--- src/rtl/qrs_pkg.sv ---
// ----------------------------------------------------------------------------
// qrs_pkg: shared types and constants of the quadratic root solver
// solution codes, operand form codes, the sideband structs that travel down
// the cell chains and a small magnitude helper
// ----------------------------------------------------------------------------
package qrs_pkg;

	localparam int FRAC_BITS = 16;
	localparam int COEF_W    = 32;
	// b^2 + 4|a||c| stays below 2^65
	localparam int DISC_W    = 65;
	// second divider holds 2|a|, |a|, |b|, 1 or 2^frac_bits
	localparam int DEN2_W    = 33;

	// solution kind codes
	localparam logic [2:0] KIND_TWO    = 3'd0;
	localparam logic [2:0] KIND_ONE    = 3'd1;
	localparam logic [2:0] KIND_NONE   = 3'd2;
	localparam logic [2:0] KIND_CONTRA = 3'd3;
	localparam logic [2:0] KIND_INF    = 3'd4;

	// operand form codes, selecting how the roots are built
	localparam logic [2:0] FORM_FULL  = 3'd0;
	localparam logic [2:0] FORM_CZERO = 3'd1;
	localparam logic [2:0] FORM_BZERO = 3'd2;
	localparam logic [2:0] FORM_LIN   = 3'd3;
	localparam logic [2:0] FORM_TRIV  = 3'd4;

	localparam logic [31:0] SAT_MAX = 32'h7fff_ffff;
	localparam logic [31:0] SAT_MIN = 32'h8000_0000;

	typedef struct packed {
		logic [2:0]         kind;
		logic [2:0]         form;
		logic signed [31:0] a;
		logic signed [31:0] b;
		logic signed [31:0] c;
		logic [DISC_W-1:0]  disc;
	} side_t;

	typedef struct packed {
		logic [2:0] kind;
		logic [1:0] neg;
	} tail_t;

	function automatic logic [31:0] mag32(input logic [31:0] v);
		return v[31] ? (~v + 32'd1) : v;
	endfunction

endpackage

--- src/rtl/qrs_sqrt_cell.sv ---
// ----------------------------------------------------------------------------
// qrs_sqrt_cell: one digit-by-digit square root step
// brings down two radicand bits and decides one root bit
// ----------------------------------------------------------------------------
module qrs_sqrt_cell #(
	parameter int  SW = 66,
	parameter type side_t = qrs_pkg::side_t,
	localparam int RW  = SW / 2,
	localparam int RMW = RW + 2
) (
	input  logic             clk,
	input  logic             arst_n,
	input  logic             en,
	input  logic             valid_in,
	input  side_t            side_in,
	input  logic [SW-1:0]    rad_in,
	input  logic [RMW-1:0]   rem_in,
	input  logic [RW-1:0]    root_in,
	output logic             valid_q,
	output side_t            side_q,
	output logic [SW-1:0]    rad_q,
	output logic [RMW-1:0]   rem_q,
	output logic [RW-1:0]    root_q
);

	logic [RMW+1:0] acc;
	logic [RMW+1:0] trial;
	logic [RMW+2:0] diff;
	logic           ge;

	assign acc   = {rem_in, rad_in[SW-1:SW-2]};
	assign trial = {2'b00, root_in, 2'b01};
	assign diff  = {1'b0, acc} - {1'b0, trial};
	assign ge    = ~diff[RMW+2];

	always_ff @(posedge clk or negedge arst_n) begin
		if (!arst_n) begin
			valid_q <= 1'b0;
		end else if (en) begin
			valid_q <= valid_in;
		end
	end

	always_ff @(posedge clk) begin
		if (en) begin
			side_q <= side_in;
			rad_q  <= {rad_in[SW-3:0], 2'b00};
			rem_q  <= ge ? diff[RMW-1:0] : acc[RMW-1:0];
			root_q <= {root_in[RW-2:0], ge};
		end
	end

endmodule

--- config.mk ---
export PLATFORM = sky130hd
export DESIGN_NAME = qrs_sqrt_cell
export DESIGN_NICKNAME = d
export VERILOG_FILES = /design/src/rtl/qrs_pkg.sv /design/src/rtl/qrs_sqrt_cell.sv
export SDC_FILE = /design/constraint.sdc
export NUM_CORES = 1
export LEC_CHECK = 0
export ABC_AREA = 0
export BUFFER_PORTS_ARGS = -buffer_cell sky130_fd_sc_hd__clkbuf_2
export CAP_MARGIN = 20
export CELL_PAD_IN_SITES_DETAIL_PLACEMENT = 0
export CELL_PAD_IN_SITES_GLOBAL_PLACEMENT = 1
export CORE_AREA = 2 2 236 238
export DETAILED_ROUTE_END_ITERATION = 8
export DIE_AREA = 0 0 238 240
export PLACE_DENSITY = 0.53
export SLEW_MARGIN = 20
export SYNTH_ARGS = -nofsm -noshare
export SYNTH_HDL_FRONTEND = slang
export SYNTH_SLANG_ARGS = --single-unit
--- constraint.sdc ---
create_clock -name clk -period 1.6 [get_ports clk]
set_clock_uncertainty 0.05 [all_clocks]
set_input_delay 0 -clock clk [delete_from_list [all_inputs] [get_ports clk]]
set_output_delay 0 -clock clk [all_outputs]
set_load 0.02 [all_outputs]
# Yosys cells after proc, flatten, opt, wreduce, memory -nomap -nowiden
# Index checks and enable logic that the tools add are counted.
dict set report op_classes {
  muxes 1
  bitwise_logic 1
  add_sub_neg 1
}
# cell count
set ops {}
lappend ops {{subtractor 37 x 35 -> 38 bit} 1}
lappend ops {{2-to-1 mux 35 bit} 1}
lappend ops {{inverter 1 bit} 1}
dict set report totals {
  register_bits 300
  input_bits 305
  word_cells 13
}

# Longest topological paths before layout
dict set report logic_depth {
  word_depth 2
  ltp_mapped 13
  mapped_depth_nobuf 11
}

# Worst setup path after synthesis
# No wires, ideal clock.
dict set report synth_path {
  kind {input port to flip-flop}
  from {input root_in[1]}
  to {register rem_q[18], data pin}
  path_stages 11
  setup_ps 260
  slack_ps -772
  n_path_buf 1
  arrival_ps 2062
  path_cell_list {inv_1 ha_1 or3_4 o221a_4 a211oi_4 o21ai_2 o2111ai_2 a21o_4 inv_4 buf_6 mux2_4}
}
dict set report synth_via {
  elab_chain_cells 2
}
# element line
set synth_lines {}
lappend synth_lines {{start: declaration} qrs_sqrt_cell.sv:18} ;# input logic [RW-1:0] root_in,
lappend synth_lines {{subtractor 37 x 35 -> 38 bit} qrs_sqrt_cell.sv:33} ;# assign diff = {1'b0, acc} - {1'b0, trial};
lappend synth_lines {{2-to-1 mux 35 bit} qrs_sqrt_cell.sv:48} ;# rem_q <= ge ? diff[RMW-1:0] : acc[RMW-1:0];
lappend synth_lines {{end signal: assignment} qrs_sqrt_cell.sv:48}
lappend synth_lines {{end: declaration} qrs_sqrt_cell.sv:22} ;# output logic [RMW-1:0] rem_q,
# No other way between the ends.
# A chain may end at the register's enable or synchronous reset.

# Worst setup path after layout
dict set report layout_path {
  from {input root_in[2]}
  to {register rem_q[18], data pin}
}
# The elaborated chain is that of the path after synthesis.

==> flow_metrics.tcl <==
set metrics [dict create \
    synth_flop_cell "edfxtp_1" \
    placed_cell_area_sq_um 16600 \
    p_sw_mw 6.48 \
    required_ps 1850 \
    swShare 0.282 \
    clockPowerShare 0.363 \
    yosysSeqAreaShare 0.793 \
    drt-pass1-iter-count 4 \
    violations "negative hold slack, negative setup slack" \
    synthTopCellsByArea "edfxtp_1, ha_1, a21oi_1, xnor2_1, inv_1" \
    finalSetupViolCount 36 \
    internal-power_mw 16.5 \
    detail-route-antenna-nets 0 \
    numPortBuffers 604 \
    status "finished, violations left" \
    final.period_utilization 1.16 \
    cts_sinks 300 \
    synthCells 667 \
    dp_hpwl_microns 38200 \
    multi_input_comb_area_sq_um 2660 \
    vias 10053 \
    synthAdderAreaFrac 0.0374 \
    postSynthAreaPerCell_sq_um 17.0 \
    rows 86 \
    yosysMostFrequentCell "edfxtp_1" \
    drive_above_1_share 0.521 \
    synth-simple-area-share 0.0459 \
    synth_top_family_by_area "compound AO/OA/AOI/OAI gates" \
    die_h_microns 240 \
    whs_ps -180 \
    htree_levels 2 \
    wl_per_cell_microns 20.0 \
    p_leak_nw 9.44 \
    drv_slew 0 \
    drt_wl_total_microns 50300 \
    drv_cap 0 \
    fillers 5230 \
    area_delta_synth_final_pct 90.3 \
    ys_types 57 \
    synth_commonest_cells "edfxtp_1, inv_1, a21oi_1, nor2_1, ha_1" \
    synth-xor-area-share 0.0224 \
    place_congestion 0.831 \
    cts_tree "built" \
    grt_max_degree 70 \
    finalInstanceArea_sq_um 21600 \
    ys_ff_latch 300 \
    avgViaCountPerCell 4.00 \
    syn_area_sq_um 11400 \
    nets 2115 \
    dp.cells 2120 \
    yosys.area.top_type "edfxtp_1" \
    crit_arrival_ps 2110 \
    grt-ovfl-total 0 \
    final-seq-area_sq_um 9000 \
    dieArea_sq_um 57100 \
    grt_pass1_wl_microns 69000 \
    grt_setup_unrepaired "yes" \
    fp.coreArea_sq_um 54700 \
    track_usage 0.166 \
    fin_crit_ps 1860 \
    die_w_microns 238 \
    cp-end-kind "flip-flop" \
    setup_ws_ps -261 \
    crit_path_start_kind "input pin" \
    powerDensity_nw_per_um2 1060 \
    synth.top_cell.area_share 0.790 \
    synth_edf_count 299 \
    postCtsHoldBufs 304 \
    p_comb_frac 0.215 \
    fmaxAchievable_mhz 537 \
    seqPwrFrac 0.422 \
    synthArstFlopShare 0.00333 \
    finalHoldViolCount 1 \
    fin_cells 2514 \
    hold_class "input pin to flip-flop" \
    path_class "input pin to flip-flop" \
    drc 0 \
    synth_compound_area_frac 0.0720 \
    cts_root_buffer "clkbuf_16" \
    yosys_warnings 0 \
    start_util 0.208 \
    pin_count 607 \
    antenna_found_initial 15 \
    path_max_fanout 6 \
    grt_pass1_vias 10448 \
    drt_iter0_drc 365 \
    cts.path.max_buffers 3 \
    clk_pin_slew_ps 60 \
    cts_buffers 37 \
    ir_drop_mv 0.775 \
    synthMuxAreaShare 0.00628 \
    insertion_delay_ps 530 \
]
area by class of cell:
cell class	instances	area share
clock buffer	39	0.0432
timing repair inverter	1	0.000521
sequential	300	0.417
multi-input combinational	307	0.123
antenna	6	0.000695
inverter	51	0.0102
tap	704	0.0408
clock inverter	28	0.0120
timing repair buffer	1078	0.353
cell usage in the layout, fill, tap and decap left out, types with 11 or more instances in the layout:
master,instances
nand2_1,21
clkbuf_2,588
edfxtp_1,299
buf_6,12
clkbuf_16,38
nor2_2,12
buf_4,154
nor2_1,31
buf_12,11
xnor2_1,19
ha_1,14
dlygate4sd3_1,304
a21oi_1,44
inv_1,37
ha_4,20
cell families after synthesis:
logic type,Yosys count
simple gates,113
buf+inv,61
compound gates,123
flops,300
other cells,1
xor+xnor,29
fa+ha+maj,34
mux,6
what timing repair did:
item	in CTS	in global routing
endpoints found under the setup margin	36	36
resized for setup	60	103
buffers inserted	6	10
endpoints found under the hold margin	368	1
cloned	1	1
pin swaps	16	27
flip-flops by register name, indices dropped and copies added (netlist names):
signal / flops
rad_q: 64
rem_q: 35
root_q: 33
side_q: 167
valid_q: 1
through the flow:
stage / hold WS (ps) / TNS, ps / setup WS (ps) / power, mW / utilization
finish: -180 / -7390 / -261 / 23.0 / 0.395
global route: -173 / -10110 / -335 / 24.0 / 0.395
CTS: -215 / -8220 / -286 / 23.1 / 0.387
detailed placement: -273 / -34710 / -1140 / 13.8 / 0.303
global placement: -271 / -33000 / -1110 / 13.8 / 0.303
floorplan: -346 / -17820 / -652 / 11.6 / -
path summary, 6_finish.rpt:
path	from	endpoint	slack [ps]	cells after the start
min reg2reg	valid_q	valid_q	470	1
max in group asynchronous	arst_n	valid_q	1070	3
max	root_in[2]	rem_q[18]	-260	11
max reg2reg	valid_q	valid_q	800	1
min	rad_in[65]	rem_q[1]	-180	3
min in group asynchronous	arst_n	valid_q	330	3
power groups by stage:
stage / Sequential [mW] / Clock [mW] / Combinational (mW)
after floorplan: 10.8 / 0 / 0.893
after global placement: 9.85 / 0 / 3.99
after detailed placement: 9.85 / 0 / 3.99
after CTS: 9.70 / 8.64 / 4.80
after global routing: 9.76 / 8.95 / 5.29
final: 9.69 / 8.34 / 4.94
worst max-delay path: stages:
cell and delay, ps:
buf_8 80, inv_4 30, ha_4 140, or3_4 380
o221a_4 260, a211oi_4 280, o21ai_2 90, o2111ai_2 200
a21o_4 240, clkinv_8 100, mux2_4 300
layer usage:
| layer | vias to the layer above | part of all wire | GRT usage |
|---|---|---|---|
| li1 | 4758 | - | - |
| met1 | 4813 | 0.36 | 0.174 |
| met2 | 373 | 0.53 | 0.309 |
| met3 | 93 | 0.076 | 0.0566 |
| met4 | 16 | 0.037 | 0.0587 |
| met5 | - | 0.0020 | 0 |
Note: power is estimated with default switching activity, not from simulation.
