**config.mk**
```make
export PLATFORM = sky130hd
export DESIGN_NAME = qrs_front
export DESIGN_NICKNAME = d
export VERILOG_FILES = /design/src/rtl/qrs_pkg.sv /design/src/rtl/qrs_front.sv
export SDC_FILE = /design/constraint.sdc
export NUM_CORES = 2
export LEC_CHECK = 0
export BUFFER_PORTS_ARGS = -buffer_cell sky130_fd_sc_hd__buf_2
export CAP_MARGIN = 10
export CORE_MARGIN = 2
export CORE_UTILIZATION = 30
export CTS_BUF_LIST = sky130_fd_sc_hd__clkbuf_8 sky130_fd_sc_hd__clkbuf_16
export DETAILED_ROUTE_END_ITERATION = 16
export GPL_ROUTABILITY_DRIVEN = 0
export GPL_TIMING_DRIVEN = 0
export PLACE_DENSITY_LB_ADDON = 0.08
export SYNTH_ARGS = -nofsm -noshare
export SYNTH_HDL_FRONTEND = slang
export SYNTH_SLANG_ARGS = --single-unit
```
**constraint.sdc**
```tcl
create_clock -name clk -period 4.85 [get_ports clk]
set_clock_uncertainty 0.15 [all_clocks]
set_input_delay 0.7275 -clock clk [delete_from_list [all_inputs] [get_ports clk]]
set_output_delay 0.7275 -clock clk [all_outputs]
set_load 0.01 [all_outputs]
```
**src/rtl/qrs_pkg.sv**
```systemverilog
// ----------------------------------------------------------------------------
// qrs_pkg: shared types and constants of the quadratic root solver
// solution codes, operand form codes, the sideband structs that travel down
// the cell chains and a small magnitude helper
// ----------------------------------------------------------------------------
package qrs_pkg;

	localparam int FRAC_BITS = 16;
	localparam int COEF_W    = 32;
	// b^2 + 4|a||c| stays below 2^65
	localparam int DISC_W    = 65;
	// second divider holds 2|a|, |a|, |b|, 1 or 2^frac_bits
	localparam int DEN2_W    = 33;

	// solution kind codes
	localparam logic [2:0] KIND_TWO    = 3'd0;
	localparam logic [2:0] KIND_ONE    = 3'd1;
	localparam logic [2:0] KIND_NONE   = 3'd2;
	localparam logic [2:0] KIND_CONTRA = 3'd3;
	localparam logic [2:0] KIND_INF    = 3'd4;

	// operand form codes, selecting how the roots are built
	localparam logic [2:0] FORM_FULL  = 3'd0;
	localparam logic [2:0] FORM_CZERO = 3'd1;
	localparam logic [2:0] FORM_BZERO = 3'd2;
	localparam logic [2:0] FORM_LIN   = 3'd3;
	localparam logic [2:0] FORM_TRIV  = 3'd4;

	localparam logic [31:0] SAT_MAX = 32'h7fff_ffff;
	localparam logic [31:0] SAT_MIN = 32'h8000_0000;

	typedef struct packed {
		logic [2:0]         kind;
		logic [2:0]         form;
		logic signed [31:0] a;
		logic signed [31:0] b;
		logic signed [31:0] c;
		logic [DISC_W-1:0]  disc;
	} side_t;

	typedef struct packed {
		logic [2:0] kind;
		logic [1:0] neg;
	} tail_t;

	function automatic logic [31:0] mag32(input logic [31:0] v);
		return v[31] ? (~v + 32'd1) : v;
	endfunction

endpackage

```
**src/rtl/qrs_front.sv**
```systemverilog
// ----------------------------------------------------------------------------
// qrs_front: operand decode, products and discriminant
// two stages: classify and multiply, then form the discriminant
// ----------------------------------------------------------------------------
module qrs_front (
	input  logic                clk,
	input  logic                arst_n,
	input  logic                en,
	input  logic                valid_in,
	input  logic signed [31:0]  coef_a,
	input  logic signed [31:0]  coef_b,
	input  logic signed [31:0]  coef_c,
	output logic                valid_s2,
	output qrs_pkg::side_t      side_s2
);

	logic               a_zero, b_zero, c_zero;
	logic [2:0]         form_d, kind_d;
	logic [63:0]        prod_ac_d, sq_b_d;

	logic               valid_s1;
	logic [2:0]         form_s1, kind_s1;
	logic signed [31:0] a_s1, b_s1, c_s1;
	logic [63:0]        prod_ac_s1, sq_b_s1;

	logic [65:0]        disc_d;
	logic               neg_prod;
	qrs_pkg::side_t     side_d;

	assign a_zero = (coef_a == '0);
	assign b_zero = (coef_b == '0);
	assign c_zero = (coef_c == '0);

	always_comb begin
		form_d = qrs_pkg::FORM_TRIV;
		kind_d = qrs_pkg::KIND_INF;
		if (!a_zero && !b_zero && !c_zero) begin
			form_d = qrs_pkg::FORM_FULL;
			kind_d = qrs_pkg::KIND_TWO;
		end else if (!a_zero && !b_zero) begin
			form_d = qrs_pkg::FORM_CZERO;
			kind_d = qrs_pkg::KIND_TWO;
		end else if (!a_zero && !c_zero) begin
			if (coef_a[31] == coef_c[31]) begin
				kind_d = qrs_pkg::KIND_NONE;
			end else begin
				form_d = qrs_pkg::FORM_BZERO;
				kind_d = qrs_pkg::KIND_TWO;
			end
		end else if (!a_zero || (!b_zero && c_zero)) begin
			kind_d = qrs_pkg::KIND_ONE;
		end else if (!b_zero) begin
			form_d = qrs_pkg::FORM_LIN;
			kind_d = qrs_pkg::KIND_ONE;
		end else if (!c_zero) begin
			kind_d = qrs_pkg::KIND_CONTRA;
		end
	end

	assign prod_ac_d = 64'(qrs_pkg::mag32(coef_a)) * 64'(qrs_pkg::mag32(coef_c));
	assign sq_b_d    = 64'(qrs_pkg::mag32(coef_b)) * 64'(qrs_pkg::mag32(coef_b));

	always_ff @(posedge clk or negedge arst_n) begin
		if (!arst_n) begin
			valid_s1 <= 1'b0;
			valid_s2 <= 1'b0;
		end else if (en) begin
			valid_s1 <= valid_in;
			valid_s2 <= valid_s1;
		end
	end

	always_ff @(posedge clk) begin
		if (en) begin
			form_s1    <= form_d;
			kind_s1    <= kind_d;
			a_s1       <= coef_a;
			b_s1       <= coef_b;
			c_s1       <= coef_c;
			prod_ac_s1 <= prod_ac_d;
			sq_b_s1    <= sq_b_d;
		end
	end

	// b^2 - 4ac, exact in 66 bits
	assign neg_prod = a_s1[31] ^ c_s1[31];
	assign disc_d   = neg_prod ? ({2'b00, sq_b_s1} + {prod_ac_s1, 2'b00})
				: ({2'b00, sq_b_s1} - {prod_ac_s1, 2'b00});

	always_comb begin
		side_d.kind = kind_s1;
		side_d.form = form_s1;
		side_d.a    = a_s1;
		side_d.b    = b_s1;
		side_d.c    = c_s1;
		side_d.disc = disc_d[qrs_pkg::DISC_W-1:0];
		if (form_s1 == qrs_pkg::FORM_FULL && disc_d[65]) begin
			side_d.kind = qrs_pkg::KIND_NONE;
			side_d.form = qrs_pkg::FORM_TRIV;
		end
	end

	always_ff @(posedge clk) begin
		if (en) begin
			side_s2 <= side_d;
		end
	end

endmodule

```
# --- Word-level counts from Yosys, hierarchy flattened ---
# Cells that the tools add are included.
word_totals:
  mem_bits_rw: 0
  out_inout_bits: 168
  latchBits: 0
  n_memories: 0
  word_cells: 56
  reg_bits: 399
  inputBits: 100
  rom_bits: 0
op_classes:
  n_div: 0
  n_reduce_logical: 14
  n_shift: 0
  n_eq_ne: 1
  magnitude_cmp: 0
  n_bitwise: 4
  add_sub_neg: 5
  n_mux: 14
  mul: 2
ops:
  columns: ["operator", "count"]
  rows:
  - ["multiplier 32 x 32 -> 64 bit", 2]
  - ["adder 32 x 1 -> 32 bit, second input constant", 3]
  - ["logical NOT 32 bit", 3]
  - ["two-way mux 32 bit", 3]
  - ["inverter 32 bit", 3]
  - ["adder 64 x 66 -> 66 bit", 1]
  - ["two-way mux 66 bit", 1]
  - ["subtractor 64 x 66 -> 66 bit", 1]
  - ["two-way mux 3 bit", 8]
  - ["logical AND 1 bit", 5]
  - ["logical NOT 1 bit", 3]
  - ["logical NOT 3 bit", 1]
  - ["two-way mux 2 bit", 1]
  - ["OR reduction 2 bit", 1]
  - ["== test 1 bit", 1]
  - ["logical OR 1 bit", 1]
  - ["two-way mux 1 bit", 1]
  - ["XOR 1 bit", 1]

# --- Longest topological paths before layout ---
logic_depth:
  depth_word: 7
  depth_mapped: 41

# --- Worst setup path after synthesis ---
# OpenSTA, ideal clock, no wires.
synth_timing:
  path_type: "input to register"
  from: "input coef_b[0]"
  to: "register sq_b_s1[62], data pin"
  stages: 37
  t_arrival_ns: 10.663
  setup_ns: 0.135
  required_time_ns: 4.565
  slack_ns: -6.098
  path_cell_list: "inv_1 clkbuf_1 clkbuf_1 ha_1 nand2b_1 or4b_2 clkbuf_1 nor3b_1 nand2b_1 o31a_1 xor2_1 inv_1 clkbuf_1 nor2_1 fa_1 fa_1 fa_1 inv_1 fa_1 inv_1 fa_1 fa_1 fa_1 inv_1 fa_1 inv_1 ha_1 clkbuf_1 nand4_1 or3_1 nor4_1 a211o_1 a21oi_1 o21ai_0 a31oi_1 or4b_2 nand3_1"
synth_via:
  elab_chain_len: 4
synth_lines:
  columns: ["element", "line_no", "text"]
  rows:
  - ["start, declared", "qrs_front.sv:11", "input logic signed [31:0] coef_b,"]
  - ["inverter 32 bit", "qrs_pkg.sv:47", "return v[31] ? (~v + 32'd1) : v;"]
  - ["adder 32 x 1 -> 32 bit", "qrs_pkg.sv:47", null]
  - ["two-way mux 32 bit (*)", "qrs_pkg.sv:47", null]
  - ["multiplier 32 x 32 -> 64 bit (*)", "qrs_front.sv:61", "assign sq_b_d = 64'(qrs_pkg::mag32(coef_b)) * 64'(qrs_pkg::mag32(coef_b));"]
  - ["via sq_b_d[62]", "qrs_front.sv:19", "logic [63:0] prod_ac_d, sq_b_d;"]
  - ["end signal, assigned", "qrs_front.sv:81", "sq_b_s1 <= sq_b_d;"]
  - ["end, declared", "qrs_front.sv:24", "logic [63:0] prod_ac_s1, sq_b_s1;"]
# Mark *: on every way through the listed nets, which the timed path passes. The rest lies on a longest branch.
# A chain may end at the register's enable or synchronous reset.

# --- Worst setup path in the final report ---
layout_timing:
  from: "input coef_c[3]"
  to: "register prod_ac_s1[57], data pin"
layout_via:
  elab_chain_len: 4
layout_lines:
  columns: ["element", "line_no", "text"]
  rows:
  - ["start, declared", "qrs_front.sv:12", "input logic signed [31:0] coef_c,"]
  - ["inverter 32 bit", "qrs_pkg.sv:47", null]
  - ["adder 32 x 1 -> 32 bit", "qrs_pkg.sv:47", null]
  - ["two-way mux 32 bit (*)", "qrs_pkg.sv:47", null]
  - ["multiplier 32 x 32 -> 64 bit (*)", "qrs_front.sv:60", "assign prod_ac_d = 64'(qrs_pkg::mag32(coef_a)) * 64'(qrs_pkg::mag32(coef_c));"]
  - ["via prod_ac_d[57]", "qrs_front.sv:19", null]
  - ["end signal, assigned", "qrs_front.sv:80", "prod_ac_s1 <= prod_ac_d;"]
  - ["end, declared", "qrs_front.sv:24", null]
# Marked as above.

==> metrics <==
Bufs on Longest Clock Path 3; H-tree depth 2; Required @ worst endpoint 5.29 ns; DR iter-0 viols roughly 4600; most frequent cell on the critical path fa_2; first-pass GRT wire length between 400 and 500 mm; RSZ-0062 raised after global routing true; CP Launch Type input pin; Rel. slew slack 0.174; CTS tree yes; core box area between 200000 and 300000 µm²; design area ~100000 µm²; drc violations 0; worst slew pin tran ~1.2 ns; nets approximately 11000; drt wl/cell between 20 and 30 µm; initial antenna violation count 19; Synth async-reset ratio 0.00506; CTS root buffer clkbuf_16; WP data arrival between 10 and 15 ns; Die Ht ~520 µm; violated checks negative setup slack; crit-path max FO 5; sequential share of the synthesized area 0.149; area grow syn2layout 23.2%; maxcap violations 0; number of synthesis warnings 0; largest net degree at the start of global routing 119; port buffer count 266; Crit-path slowest cell fa_2; ys flop type edfxtp_1; Seq cells post-synth a little under 400; Post-Syn Area slightly below 80000 µm²; Setup violations, final approximately 170; CP endpoint kind register; Fin. Hold Viols 0; Hold Path Class input pin to register; Synth Instances ~8300; fin crit share 2.18; row count between 150 and 200; Pre-Repair DR Iteration Count 5; Die X between 500 and 600 µm; Vias between 60000 and 70000; grt ovf 0; CTS buffer count between 50 and 60; CP Class input pin to register; Top Ports about 270; Mapped Avg Cell Area 9.60 µm²; via-per-instance ratio 4.88; Post-DRT Antenna Nets 0; Routed WL roughly 320 mm; share of cells above drive strength 1 0.187; Clock Sinks between 300 and 400; Distinct cells, synth 81; Filler cells ~27000; gr usage total 0.235; maximum clock rate roughly 0.095 GHz; clock latency on the worst-skew pair a little over 0.7 ns; hpwl dp between 200 and 300 mm; vias in the first global route 65500; Tmin final around 11 ns; run status finished with violations; Die Area about 270000 µm²; Starting Density 0.302; Setup WS post-layout -5.70 ns; critical path's largest stage delay ~0.63 ns; Final Max Tran Viols 0; number of synthesized flops with an enable pin about 390; Reg clk slew, reported paths 0.06 ns; DP Area between 80000 and 90000 µm²
[kinds of logic (layout without fill, tap and decap cells)]
family / Yosys count / in the layout / share of synthesized area
AOI/OAI and AO/OA: 770 / 770 / 0.0633
xor gates and xnor gates: 419 / 419 / 0.0465
adders and majority gates: 2299 / 2299 / 0.522
buffers and inverters: 2228 / 2960 / 0.106
DFF: 395 / 395 / 0.149
muxes: 4 / 4 / 0.000551
other: 2 / 29 / 0.0000945
and+or+nand+nor: 2158 / 2158 / 0.113
[state kept, by name, summed over array words and instances (netlist names)]
name and flops:
a_s1 32, b_s1 32, c_s1 32, form_s1 3, kind_s1 3, prod_ac_s1 64, side_s2 165, sq_b_s1 62
valid_s1 1, valid_s2 1
[final timing paths]
path	start	to	slack, ns	depth (start not counted)
worst max-delay path	coef_c[3]	prod_ac_s1[57]	-5.70	33
worst min-delay path	coef_b[31]	b_s1[31]	0.06	1
worst max register to register	c_s1[31]	side_s2[59]	-1.91	14
worst min register to register	a_s1[3]	side_s2[132]	0.26	0
max in group asynchronous	arst_n	valid_s2	4.24	2
min in group asynchronous	arst_n	valid_s1	0.21	2
[synthesized netlist by cell type, types with 54 or more instances]
master / number / share of area
xnor2_1: 242 / 0.027
fa_1: 1690 / 0.43
ha_1: 609 / 0.096
nand2_1: 881 / 0.042
a21o_1: 115 / 0.011
a21oi_1: 222 / 0.014
nor2_1: 922 / 0.044
xor2_1: 175 / 0.019
inv_1: 1895 / 0.090
o21ai_0: 135 / 0.0085
clkbuf_1: 305 / 0.014
nand3_1: 54 / 0.0034
edfxtp_1: 393 / 0.15
[worst max-delay path: cells and delay by family]
kind,cells,cell delay (ns)
xor+xnor,1,0.29
buf+inv,5,0.65
fa+ha+maj,9,4.43
simple gates,9,2.87
compound gates,9,1.98
[layer usage]
metal | track usage | vias up | share of wire | wire length, µm
met1 | 0.340 | 32300 | 0.45 | 142000
li1 | - | 26700 | - | -
met2 | 0.362 | 1957 | 0.44 | 140000
met4 | 0.0688 | 2 | 0.035 | 11200
met3 | 0.0368 | 371 | 0.071 | 22400
met5 | 0 | - | 0.000041 | 13
[stage by stage]
stage / setup TNS [ns] / util / cells / setup WS (ns) / hold WS (ns)
after floorplan: -433.99 / - / 8298 / -5.19 / 0.250
after global placement: -2238.09 / 0.335 / 12100 / -8.87 / 0.251
after detailed placement: -776.44 / 0.338 / 12100 / -8.20 / 0.255
after CTS: -533.86 / 0.364 / 12500 / -5.56 / 0.000898
after global routing: -554.85 / 0.372 / 12500 / -5.81 / 0.0258
final: -524.96 / 0.372 / 12500 / -5.70 / 0.0609
[final cells by class]
type,instances,area (µm²),area share
Antenna cell,4,10.0,0.000102
Inverter,1906,7260,0.0742
Clock buffer,54,1350,0.0138
Multi-Input combinational cell,5675,64500,0.659
Clock inverter,40,310,0.00317
Sequential cell,395,11900,0.121
Buffer,303,2840,0.0291
Timing Repair Buffer,657,5320,0.0544
Tap cell,3515,4400,0.0449
[cell usage in the layout, fill, tap and decap left out, types with 44 or more instances in the layout]
cell type / synthesis / final
a21o_1: 115 / 114
a21oi_1: 222 / 163
buf_2: 4 / 263
buf_4: 2 / 261
buf_6: 1 / 96
clkbuf_1: 305 / 68
clkbuf_16: 0 / 85
clkbuf_2: 1 / 65
clkbuf_4: 0 / 44
clkbuf_8: 0 / 48
edfxtp_1: 393 / 393
fa_1: 1690 / 1627
fa_2: 0 / 63
ha_1: 609 / 543
ha_4: 0 / 58
inv_1: 1895 / 1856
nand2_1: 881 / 837
nand3_1: 54 / 44
nor2_1: 922 / 868
o21ai_0: 135 / 78
xnor2_1: 242 / 170
xnor2_2: 0 / 50
xor2_1: 175 / 117
[repair_timing]
| action | 4_1_cts | 5_1_grt |
|---|---|---|
| pin swaps | 225 | 222 |
| cloned | 0 | 0 |
| resized for setup | 704 | 365 |
| hold buffers | 5 | 0 |
| setup endpoints to repair | 169 | 175 |
| setup buffers | 250 | 111 |
| endpoints found under the hold margin | 6 | 0 |
Power is not shown: default switching activity piles up to over one toggle a cycle in this logic, so the estimate is an artifact.
