==> src/rtl/qrs_pkg.sv <==
// ----------------------------------------------------------------------------
// qrs_pkg: shared types and constants of the quadratic root solver
// solution codes, operand form codes, the sideband structs that travel down
// the cell chains and a small magnitude helper
// ----------------------------------------------------------------------------
package qrs_pkg;

	localparam int FRAC_BITS = 16;
	localparam int COEF_W    = 32;
	// b^2 + 4|a||c| stays below 2^65
	localparam int DISC_W    = 65;
	// second divider holds 2|a|, |a|, |b|, 1 or 2^frac_bits
	localparam int DEN2_W    = 33;

	// solution kind codes
	localparam logic [2:0] KIND_TWO    = 3'd0;
	localparam logic [2:0] KIND_ONE    = 3'd1;
	localparam logic [2:0] KIND_NONE   = 3'd2;
	localparam logic [2:0] KIND_CONTRA = 3'd3;
	localparam logic [2:0] KIND_INF    = 3'd4;

	// operand form codes, selecting how the roots are built
	localparam logic [2:0] FORM_FULL  = 3'd0;
	localparam logic [2:0] FORM_CZERO = 3'd1;
	localparam logic [2:0] FORM_BZERO = 3'd2;
	localparam logic [2:0] FORM_LIN   = 3'd3;
	localparam logic [2:0] FORM_TRIV  = 3'd4;

	localparam logic [31:0] SAT_MAX = 32'h7fff_ffff;
	localparam logic [31:0] SAT_MIN = 32'h8000_0000;

	typedef struct packed {
		logic [2:0]         kind;
		logic [2:0]         form;
		logic signed [31:0] a;
		logic signed [31:0] b;
		logic signed [31:0] c;
		logic [DISC_W-1:0]  disc;
	} side_t;

	typedef struct packed {
		logic [2:0] kind;
		logic [1:0] neg;
	} tail_t;

	function automatic logic [31:0] mag32(input logic [31:0] v);
		return v[31] ? (~v + 32'd1) : v;
	endfunction

endpackage

==> src/rtl/qrs_div_cell.sv <==
// ----------------------------------------------------------------------------
// qrs_div_cell: one restoring division step
// shifts one numerator bit into the remainder and one quotient bit into the
// numerator word, for each lane against a shared divisor
// ----------------------------------------------------------------------------
module qrs_div_cell #(
	parameter int  DW    = 32,
	parameter int  NW    = 48,
	parameter int  LANES = 1,
	parameter type side_t = qrs_pkg::side_t
) (
	input  logic                         clk,
	input  logic                         arst_n,
	input  logic                         en,
	input  logic                         valid_in,
	input  side_t                        side_in,
	input  logic [DW-1:0]                den_in,
	input  logic [LANES-1:0][DW-1:0]     rem_in,
	input  logic [LANES-1:0][NW-1:0]     num_in,
	output logic                         valid_q,
	output side_t                        side_q,
	output logic [DW-1:0]                den_q,
	output logic [LANES-1:0][DW-1:0]     rem_q,
	output logic [LANES-1:0][NW-1:0]     num_q
);

	logic [LANES-1:0][DW:0]   trial;
	logic [LANES-1:0][DW+1:0] diff;
	logic [LANES-1:0]         ge;
	logic [LANES-1:0][DW-1:0] rem_next;
	logic [LANES-1:0][NW-1:0] num_next;

	always_comb begin
		for (int i = 0; i < LANES; i++) begin
			trial[i]    = {rem_in[i], num_in[i][NW-1]};
			diff[i]     = {1'b0, trial[i]} - {2'b00, den_in};
			ge[i]       = ~diff[i][DW+1];
			rem_next[i] = ge[i] ? diff[i][DW-1:0] : trial[i][DW-1:0];
			num_next[i] = {num_in[i][NW-2:0], ge[i]};
		end
	end

	always_ff @(posedge clk or negedge arst_n) begin
		if (!arst_n) begin
			valid_q <= 1'b0;
		end else if (en) begin
			valid_q <= valid_in;
		end
	end

	always_ff @(posedge clk) begin
		if (en) begin
			side_q <= side_in;
			den_q  <= den_in;
			rem_q  <= rem_next;
			num_q  <= num_next;
		end
	end

endmodule

==> config.mk <==
export PLATFORM = sky130hd
export DESIGN_NAME = qrs_div_cell
export DESIGN_NICKNAME = d
export VERILOG_FILES = /design/src/rtl/qrs_pkg.sv /design/src/rtl/qrs_div_cell.sv
export SDC_FILE = /design/constraint.sdc
export NUM_CORES = 1
export LEC_CHECK = 0
export BUFFER_PORTS_ARGS = -buffer_cell sky130_fd_sc_hd__clkbuf_2
export CAP_MARGIN = 20
export CORE_AREA = 2 2 220 222
export DETAILED_ROUTE_END_ITERATION = 6
export DIE_AREA = 0 0 222 224
export GPL_TIMING_DRIVEN = 0
export PLACE_DENSITY = 0.48
export REMOVE_ABC_BUFFERS = 1
export SYNTH_ARGS = -nofsm -noshare
export SYNTH_HDL_FRONTEND = slang
export SYNTH_SLANG_ARGS = --single-unit
==> constraint.sdc <==
create_clock -name clk -period 1.76 [get_ports clk]
set_input_delay 0 -clock clk [delete_from_list [all_inputs] [get_ports clk]]
set_output_delay 0 -clock clk [all_outputs]
set_load 0.01 [all_outputs]
# Word level (Yosys, flattened, before mapping)
# Cells that the tools add are included.
# classes
n_mux	1
add_sub_neg	1
bitwise_logic	1
# ops
cell	n
33-bit by 32-bit subtractor with 34-bit output	1
32-bit two-way mux	1
1-bit NOT	1
# word_totals
register_bits	280
word_cells	13
out_inout_bits	280
input_bits	283

# Logic depth before layout (Yosys ltp)
# Gate-level depths: netlist of run 1.
# depth
depth_word	2
ltp_mapped	12

# Worst setup path before layout of run 1
# No wires, ideal clock.
# synth_path
path_type	in2reg
from	input port num_in[47] (netlist bit)
to	register rem_q[28] (netlist bit) (data pin)
setup_ns	0.260
arrival_ns	2.393
cell_stages	12
required_ns	1.500
path_slack_ns	-0.894
path_cell_list	inv_1 ha_1 inv_1 fa_1 a211oi_1 o211a_1 o31ai_1 o41a_1 a41oi_1 o21ai_0 a21boi_0 mux2_4
# synth_lines
element	line_no	text
start: declaration	qrs_div_cell.sv:19	input logic [LANES-1:0][NW-1:0] num_in,
end signal: assignment	qrs_div_cell.sv:55	rem_q <= rem_next;
end: declaration	qrs_div_cell.sv:23	output logic [LANES-1:0][DW-1:0] rem_q,

==> results.sh, run 1 <==
export IMPL_status="finished, violations left"
export IMPL_violations="hold timing, setup timing"
export IMPL_swShare_pct=24.9
export IMPL_critPathRequiredTime_ns=2.03
export IMPL_worst_hold_path_num_cells=1
export IMPL_hp_start="den_in[0]"
export IMPL_first_global_vias=9388
export IMPL_die_w_microns=222
export IMPL_fin_nets=1832
export IMPL_timing_rr_end="valid_q$_DFFE_PN0P_"
export IMPL_endpoint_kind="flop"
export IMPL_h_tree_depth=2
export IMPL_port_buffers=562
export IMPL_yosys_warnings=0
export IMPL_syn_inst=602
export IMPL_antenna_left=0
export IMPL_synthTopCellsByCount="edfxtp_1 (279), inv_1 (41), a21oi_1 (32), ha_1 (32), mux2_4 (25)"
export IMPL_p_per_area_mw_per_mm2=1000
export IMPL_fmaxAchievable_mhz=453
export IMPL_total_leakage_power_nw=8.37
export IMPL_worst_slack_ns=-0.449
export IMPL_yosysSeqAreaShare_pct=77.7
export IMPL_r2r_setup_slack_ns=1.02
export IMPL_yosysMostFrequentCell="edfxtp_1"
export IMPL_drive_gt1_share_pct=48.1
export IMPL_cp_max_fo=3
export IMPL_slew_violations=0
export IMPL_clock_sinks=280
export IMPL_wl_per_cell_microns=19.6
export IMPL_fp_dieH_microns=224
export IMPL_num_vias=9030
export IMPL_fp_dieArea_sq_mm=0.0497
export IMPL_min_period_ns=2.21
export IMPL_hold_path_class="in2reg"
export IMPL_area_growth_syn_to_layout_pct=78.2
export IMPL_seqPwrFrac_pct=42.5
export IMPL_viasPerCell=4.19
export IMPL_cts_root_buf="clkbuf_16"
export IMPL_finalHoldViolations=2
export IMPL_p_sw_w=0.00480
export IMPL_fin_setup_tns_ns=-9.68
export IMPL_wl_microns=42300
export IMPL_cts_buffers=35
export IMPL_rsz0062_at_grt="true"
export IMPL_r2r_cells=1
export IMPL_track_usage_pct=16.4
export IMPL_peakVddDrop_uv=688
export IMPL_dpl_hpwl_microns=30900
export IMPL_pwr_share_clk_pct=39.4
export IMPL_fin_hold_ws_ns=-0.296
export IMPL_grt_overflow=0
export IMPL_clk_pin_slew_worst_paths_ns=0.06
export IMPL_io_pins=563
export IMPL_fillers=4429
export IMPL_grt_max_degree=103
export IMPL_drt_pass1_iter_count=5
export IMPL_synth_area_sq_mm=0.0108
export IMPL_ys_seq_elements=280
export IMPL_final_util_pct=40.7
export IMPL_drtIter0Drc=481
export IMPL_maxCapViolations=0
export IMPL_p_int_w=0.0145
export IMPL_arrival_ns=2.48
export IMPL_finalClockSkew_ns=0
export IMPL_whs_endpoint="den_q[0]$_DFFE_PP_"
export IMPL_gp_congestion=0.875
export IMPL_clk_latency_ns=0.52
export IMPL_synth_largest_area_cell="edfxtp_1"
export IMPL_std_cell_rows=80
export IMPL_tritoncts="done"
export IMPL_synth_area_top_cells="edfxtp_1 (77%), ha_1 (3.7%), mux2_4 (3.5%)"
export IMPL_antenna_found_initial=3
export IMPL_rr_startpoint="valid_q$_DFFE_PN0P_"
export IMPL_grt_pass1_wl_microns=60600
export IMPL_tightest_slew_ns=0.858
export IMPL_startpoint_type="primary input"
export IMPL_avgSynthCellArea_sq_um=18.0
export IMPL_cts_buffer_depth=3
export IMPL_synth_top_area_share_pct=77.4
export IMPL_ys_async_sr_fraction_pct=0.357
export IMPL_fin_crit_sh_pct=126
export IMPL_crit_type="in2reg"
export IMPL_start_util_pct=22.9
export IMPL_setup_viol=31
export IMPL_drt_drc_violations_left=0
export IMPL_synth_top_flop_cell="edfxtp_1"
export IMPL_max_slew_margin_pct=42.6
export IMPL_comb_power_share_pct=18.2
export IMPL_synth_edf_count=279
export IMPL_core_sq_mm=0.0473
export IMPL_yosysUniqueCellTypes=54
worst max path at each step:
stage | slack (ns) | to | start | depth (start not counted)
after floorplan | -1.39 | rem_q[1]$_DFFE_PP_ | den_in[19] | 9
after global placement | -4.30 | valid_q$_DFFE_PN0P_ | en | 2
after detailed placement | -1.75 | rem_q[14]$_DFFE_PP_ | den_in[21] | 12
after CTS | -0.47 | rem_q[28]$_DFFE_PP_ | num_in[47] | 13
after global routing | -0.48 | rem_q[28]$_DFFE_PP_ | num_in[47] | 13
final | -0.45 | rem_q[28]$_DFFE_PP_ | num_in[47] | 13
power by group through the flow:
stage	Combinational, W	Clock [W]	Sequential, W
finish	0.00351	0.00760	0.00820
global route	0.00374	0.00814	0.00826
CTS	0.00350	0.00788	0.00820
detailed placement	0.00265	0	0.00833
global placement	0.00259	0	0.00840
floorplan	0.000848	0	0.00865
area by class of cell:
class,instances,area (sq um),share of cell area (%)
sequential,280,8400,43.6
timing repair buffer,885,6230,32.3
multi-input combinational,273,2500,13.0
clock buffer,36,880,4.56
tap,615,769,3.99
clock inverter,24,334,1.73
inverter,41,164,0.850
antenna,2,5.00,0.0259
critical path, cell delays in order:
cell and delay, ns:
buf_6 0.09, inv_4 0.05, ha_4 0.12, inv_2 0.03, fa_2 0.37, a211oi_2 0.23
o211a_1 0.27, o31ai_4 0.08, o41a_1 0.48, a41oi_4 0.25, o21ai_1 0.09, a21boi_1 0.14
mux2_4 0.26
repair_timing:
action / in CTS / in global routing
gates cloned: 2 / 0
buffers inserted: 28 / 6
hold buffers: 282 / 1
endpoints found under the hold margin: 318 / 3
gates resized for setup: 73 / 33
endpoints found under the setup margin: 33 / 33
pin swaps: 22 / 13
routing by layer:
layer | part of all wire (%) | vias up | track usage, %
met5 | 0.024 | - | 0
li1 | - | 4175 | -
met4 | 2.8 | 2 | 5.19
met2 | 51 | 349 | 29.2
met3 | 6.9 | 65 | 4.83
met1 | 39 | 4439 | 18.8
cell families (layout without fill, tap and decap cells):
logic type               count (synthesis)  after routing  share of synthesized area [%]
other                                    0              2                              0
AND/OR/NAND/NOR                         80             80                           3.69
flip-flops                             280            280                           77.7
adder cells (fa/ha/maj)                 33             33                           3.88
multiplexers                            34             34                           4.34
buffers and inverters                   49            986                           2.16
AO/OA/AOI/OAI                          102            102                           6.34
XOR/XNOR                                24             24                           1.94
state kept, by name, indices dropped and copies added (netlist names):
signal   count
den_q       32
valid_q      1
side_q     167
num_q       48
rem_q       32
cell usage in the layout (no fill, tap or decap), drive strengths merged, types with 3 or more instances in the layout:
cell type	n
o21a	6
xor2	7
o31ai	5
ha	32
nor2b	3
nand2b	4
and3	6
mux2	28
edfxtp	279
a31oi	4
or3	3
xnor2	17
nor3	6
buf	52
dlygate4sd3	281
o211ai	4
a21oi	33
clkinv	13
a21o	7
or2	3
inv	43
nand3	5
o21ai	18
bufinv	7
clkbuf	588
a211oi	5
mux2i	6
nand4	6
nand2	23
o21bai	4
nor2	16
per-stage QoR:
step / cell area (sq um) / hold WS [ns] / power, W / instances / setup WS, ns
after floorplan: 10700 / -0.296 / 0.00950 / 594 / -1.39
after global placement: 14300 / -0.222 / 0.0110 / 1771 / -4.30
after detailed placement: 14500 / -0.223 / 0.0110 / 1776 / -1.75
after CTS: 19100 / -0.332 / 0.0196 / 2148 / -0.467
after global routing: 19300 / -0.325 / 0.0201 / 2155 / -0.484
final: 19300 / -0.296 / 0.0193 / 2156 / -0.449
Power figures use the tool's default switching activity.
==> run 2, diff against run 1 <==
Settings changed: CORE_AREA 2 2 220 222 to 2 2 222 224, DIE_AREA 0 0 222 224 to 0 0 224 226.
==> run 2 against run 1 <==
Net effect:
- the run still ends with hold timing, setup timing left
- sequential cell count stayed put
- routed wire length is 0.56% lower
- total power is 2.7% lower
- clock power is 7.0% lower
- die area is 1.8% higher
- highest routed layer unchanged
==> results.sh, run 2 (synthesized netlist as in run 1, its figures left out) <==
export IMPL_status="finished, violations left"
export IMPL_violations="hold timing, setup timing"
export IMPL_stdcell_count=2166
export IMPL_clk_latency_ns=0.52
export IMPL_largest_registers="side_q: 167 flops, num_q: 48 flops"
export IMPL_crit_type="in2reg"
export IMPL_dp_slack_ns=-1.60
export IMPL_io_pins=563
export IMPL_std_cell_rows=81
export IMPL_timing_rr_end="valid_q$_DFFE_PN0P_"
export IMPL_maxCapViolations=0
export IMPL_total_leakage_power_nw=8.34
export IMPL_grt_overflow=0
export IMPL_whs_endpoint="den_q[0]$_DFFE_PP_"
export IMPL_finalClockSkew_ns=0
export IMPL_viasPerCell=4.14
export IMPL_cts_buffer_depth=3
export IMPL_peakVddDrop_uv=683
export IMPL_fp_dieArea_sq_mm=0.0506
export IMPL_dp_cells=1783
export IMPL_setup_viol=32
export IMPL_final_common_cell="clkbuf_2"
export IMPL_core_sq_mm=0.0483
export IMPL_endpoint_kind="flop"
export IMPL_tightest_slew_ns=0.513
export IMPL_h_tree_depth=2
export IMPL_rr_startpoint="valid_q$_DFFE_PN0P_"
export IMPL_clock_sinks=280
export IMPL_wl_microns=42000
export IMPL_r2r_setup_slack_ns=1.02
export IMPL_design_area_sq_mm=0.0192
export IMPL_rsz0062_at_grt="true"
export IMPL_fmaxAchievable_mhz=445
export IMPL_largest_reg_flops=167
export IMPL_cts_root_buf="clkbuf_16"
export IMPL_critPathRequiredTime_ns=2.03
export IMPL_drt_pass1_iter_count=5
export IMPL_top_register="side_q"
export IMPL_port_buffers=562
export IMPL_clk_pin_slew_worst_paths_ns=0.06
export IMPL_hold_path_class="in2reg"
export IMPL_die_w_microns=224
export IMPL_fin_crit_sh_pct=128
export IMPL_tritoncts="done"
export IMPL_finalHoldViolations=2
export IMPL_r2r_cells=1
export IMPL_fin_nets=1836
export IMPL_min_period_ns=2.25
export IMPL_track_usage_pct=15.7
export IMPL_cp_max_fo=3
export IMPL_drt_drc_violations_left=0
export IMPL_antenna_found_initial=8
export IMPL_slew_violations=0
export IMPL_num_vias=8969
export IMPL_antenna_left=0
export IMPL_hp_start="den_in[0]"
export IMPL_placed_area_sq_mm=0.0145
export IMPL_final_cell_mix="clkbuf_2 (548), dlygate4sd3_1 (281), edfxtp_1 (279), clkbuf_16 (35), buf_4 (35)"
export IMPL_hold_buffers=282
export IMPL_cts_buffers=34
export IMPL_wl_per_cell_microns=19.4
export IMPL_final_util_pct=39.8
export IMPL_area_growth_syn_to_layout_pct=77.8
export IMPL_fp_dieH_microns=226
export IMPL_fin_hold_ws_ns=-0.284
export IMPL_p_per_area_mw_per_mm2=976
export IMPL_worst_slack_ns=-0.485
export IMPL_first_global_vias=9167
export IMPL_grt_pass1_wl_microns=58400
export IMPL_gp_congestion=0.864
export IMPL_worst_hold_path_num_cells=1
export IMPL_arrival_ns=2.52
export IMPL_dpl_hpwl_microns=30300
export IMPL_drtIter0Drc=375
export IMPL_grt_max_degree=85
export IMPL_start_util_pct=22.4
export IMPL_startpoint_type="primary input"
export IMPL_drive_gt1_share_pct=48.6
export IMPL_max_slew_margin_pct=65.5
export IMPL_crit_path_start="num_in[47]"
run 2: cell count changes in the layout (fill, tap and decap cells not counted), moves of 2 or more:
cell / delta
a21oi_1: -2
a21oi_2: +2
buf_4: +6
buf_6: +2
buf_8: +2
bufinv_16: -3
clkbuf_1: +5
clkbuf_8: -2
clkinv_1: -2
clkinv_4: -2
inv_1: -2
inv_6: +2
run 2: routing by layer:
layer  up-vias  part of all wire, %  GRT usage [%]  wire length [microns]
met5         -                 0.20              0                     85
met4        14                  4.0           6.47                   1670
met3        92                  7.1           4.97                   2990
met2       338                   52           28.8                  21800
met1      4347                   37           16.7                  15400
li1       4178                    -              -                      -
run 2: repair_timing:
action	4_1_cts	5_1_grt
endpoints found under the setup margin	33	33
setup buffers	32	12
pin swaps	26	16
resized for setup	76	60
gates cloned	2	0
endpoints found under the hold margin	324	2
run 2: metrics by stage:
step / power [W] / TNS, ns
2_1_floorplan: 0.00950 / -41.82
3_3_place_gp: 0.0110 / -1169.98
3_5_place_dp: 0.0110 / -65.92
4_1_cts: 0.0190 / -10.34
5_1_grt: 0.0196 / -11.04
6_report: 0.0188 / -10.15
run 2: how the worst max path moves through the flow:
stage                           to  cells after the start
3_5_place_dp   rem_q[28]$_DFFE_PP_                     13
2_1_floorplan   rem_q[1]$_DFFE_PP_                      9
4_1_cts        rem_q[28]$_DFFE_PP_                     13
6_report       rem_q[28]$_DFFE_PP_                     13
3_3_place_gp   valid_q$_DFFE_PN0P_                      2
5_1_grt        rem_q[28]$_DFFE_PP_                     12
run 2: report_power, final:
group,internal (W),total [W],switching [W],leakage [nW]
clock,0.00425,0.00707,0.00282,0.542
combinational,0.00178,0.00352,0.00174,5.06
sequential,0.00803,0.00820,0.000164,2.74
total,0.0141,0.0188,0.00472,8.34
run 2: cell type report:
cell class	count	area [sq um]
Fill cell	4610	29100
Sequential cell	280	8400
Timing Repair Buffer	890	6230
Multi-Input combinational cell	273	2550
Clock buffer	41	898
Tap cell	622	778
Clock inverter	17	214
Inverter	41	171
Antenna cell	2	5.00
run 2: critical path: stages:
cell and delay [ns]:
buf_6 0.10, inv_4 0.05, ha_4 0.12, inv_2 0.03, fa_2 0.36, a211oi_2 0.26, o211a_1 0.28, o31ai_4 0.09
o41a_1 0.46, a41oi_2 0.25, o21ai_1 0.10, a21boi_2 0.16, mux2_4 0.26
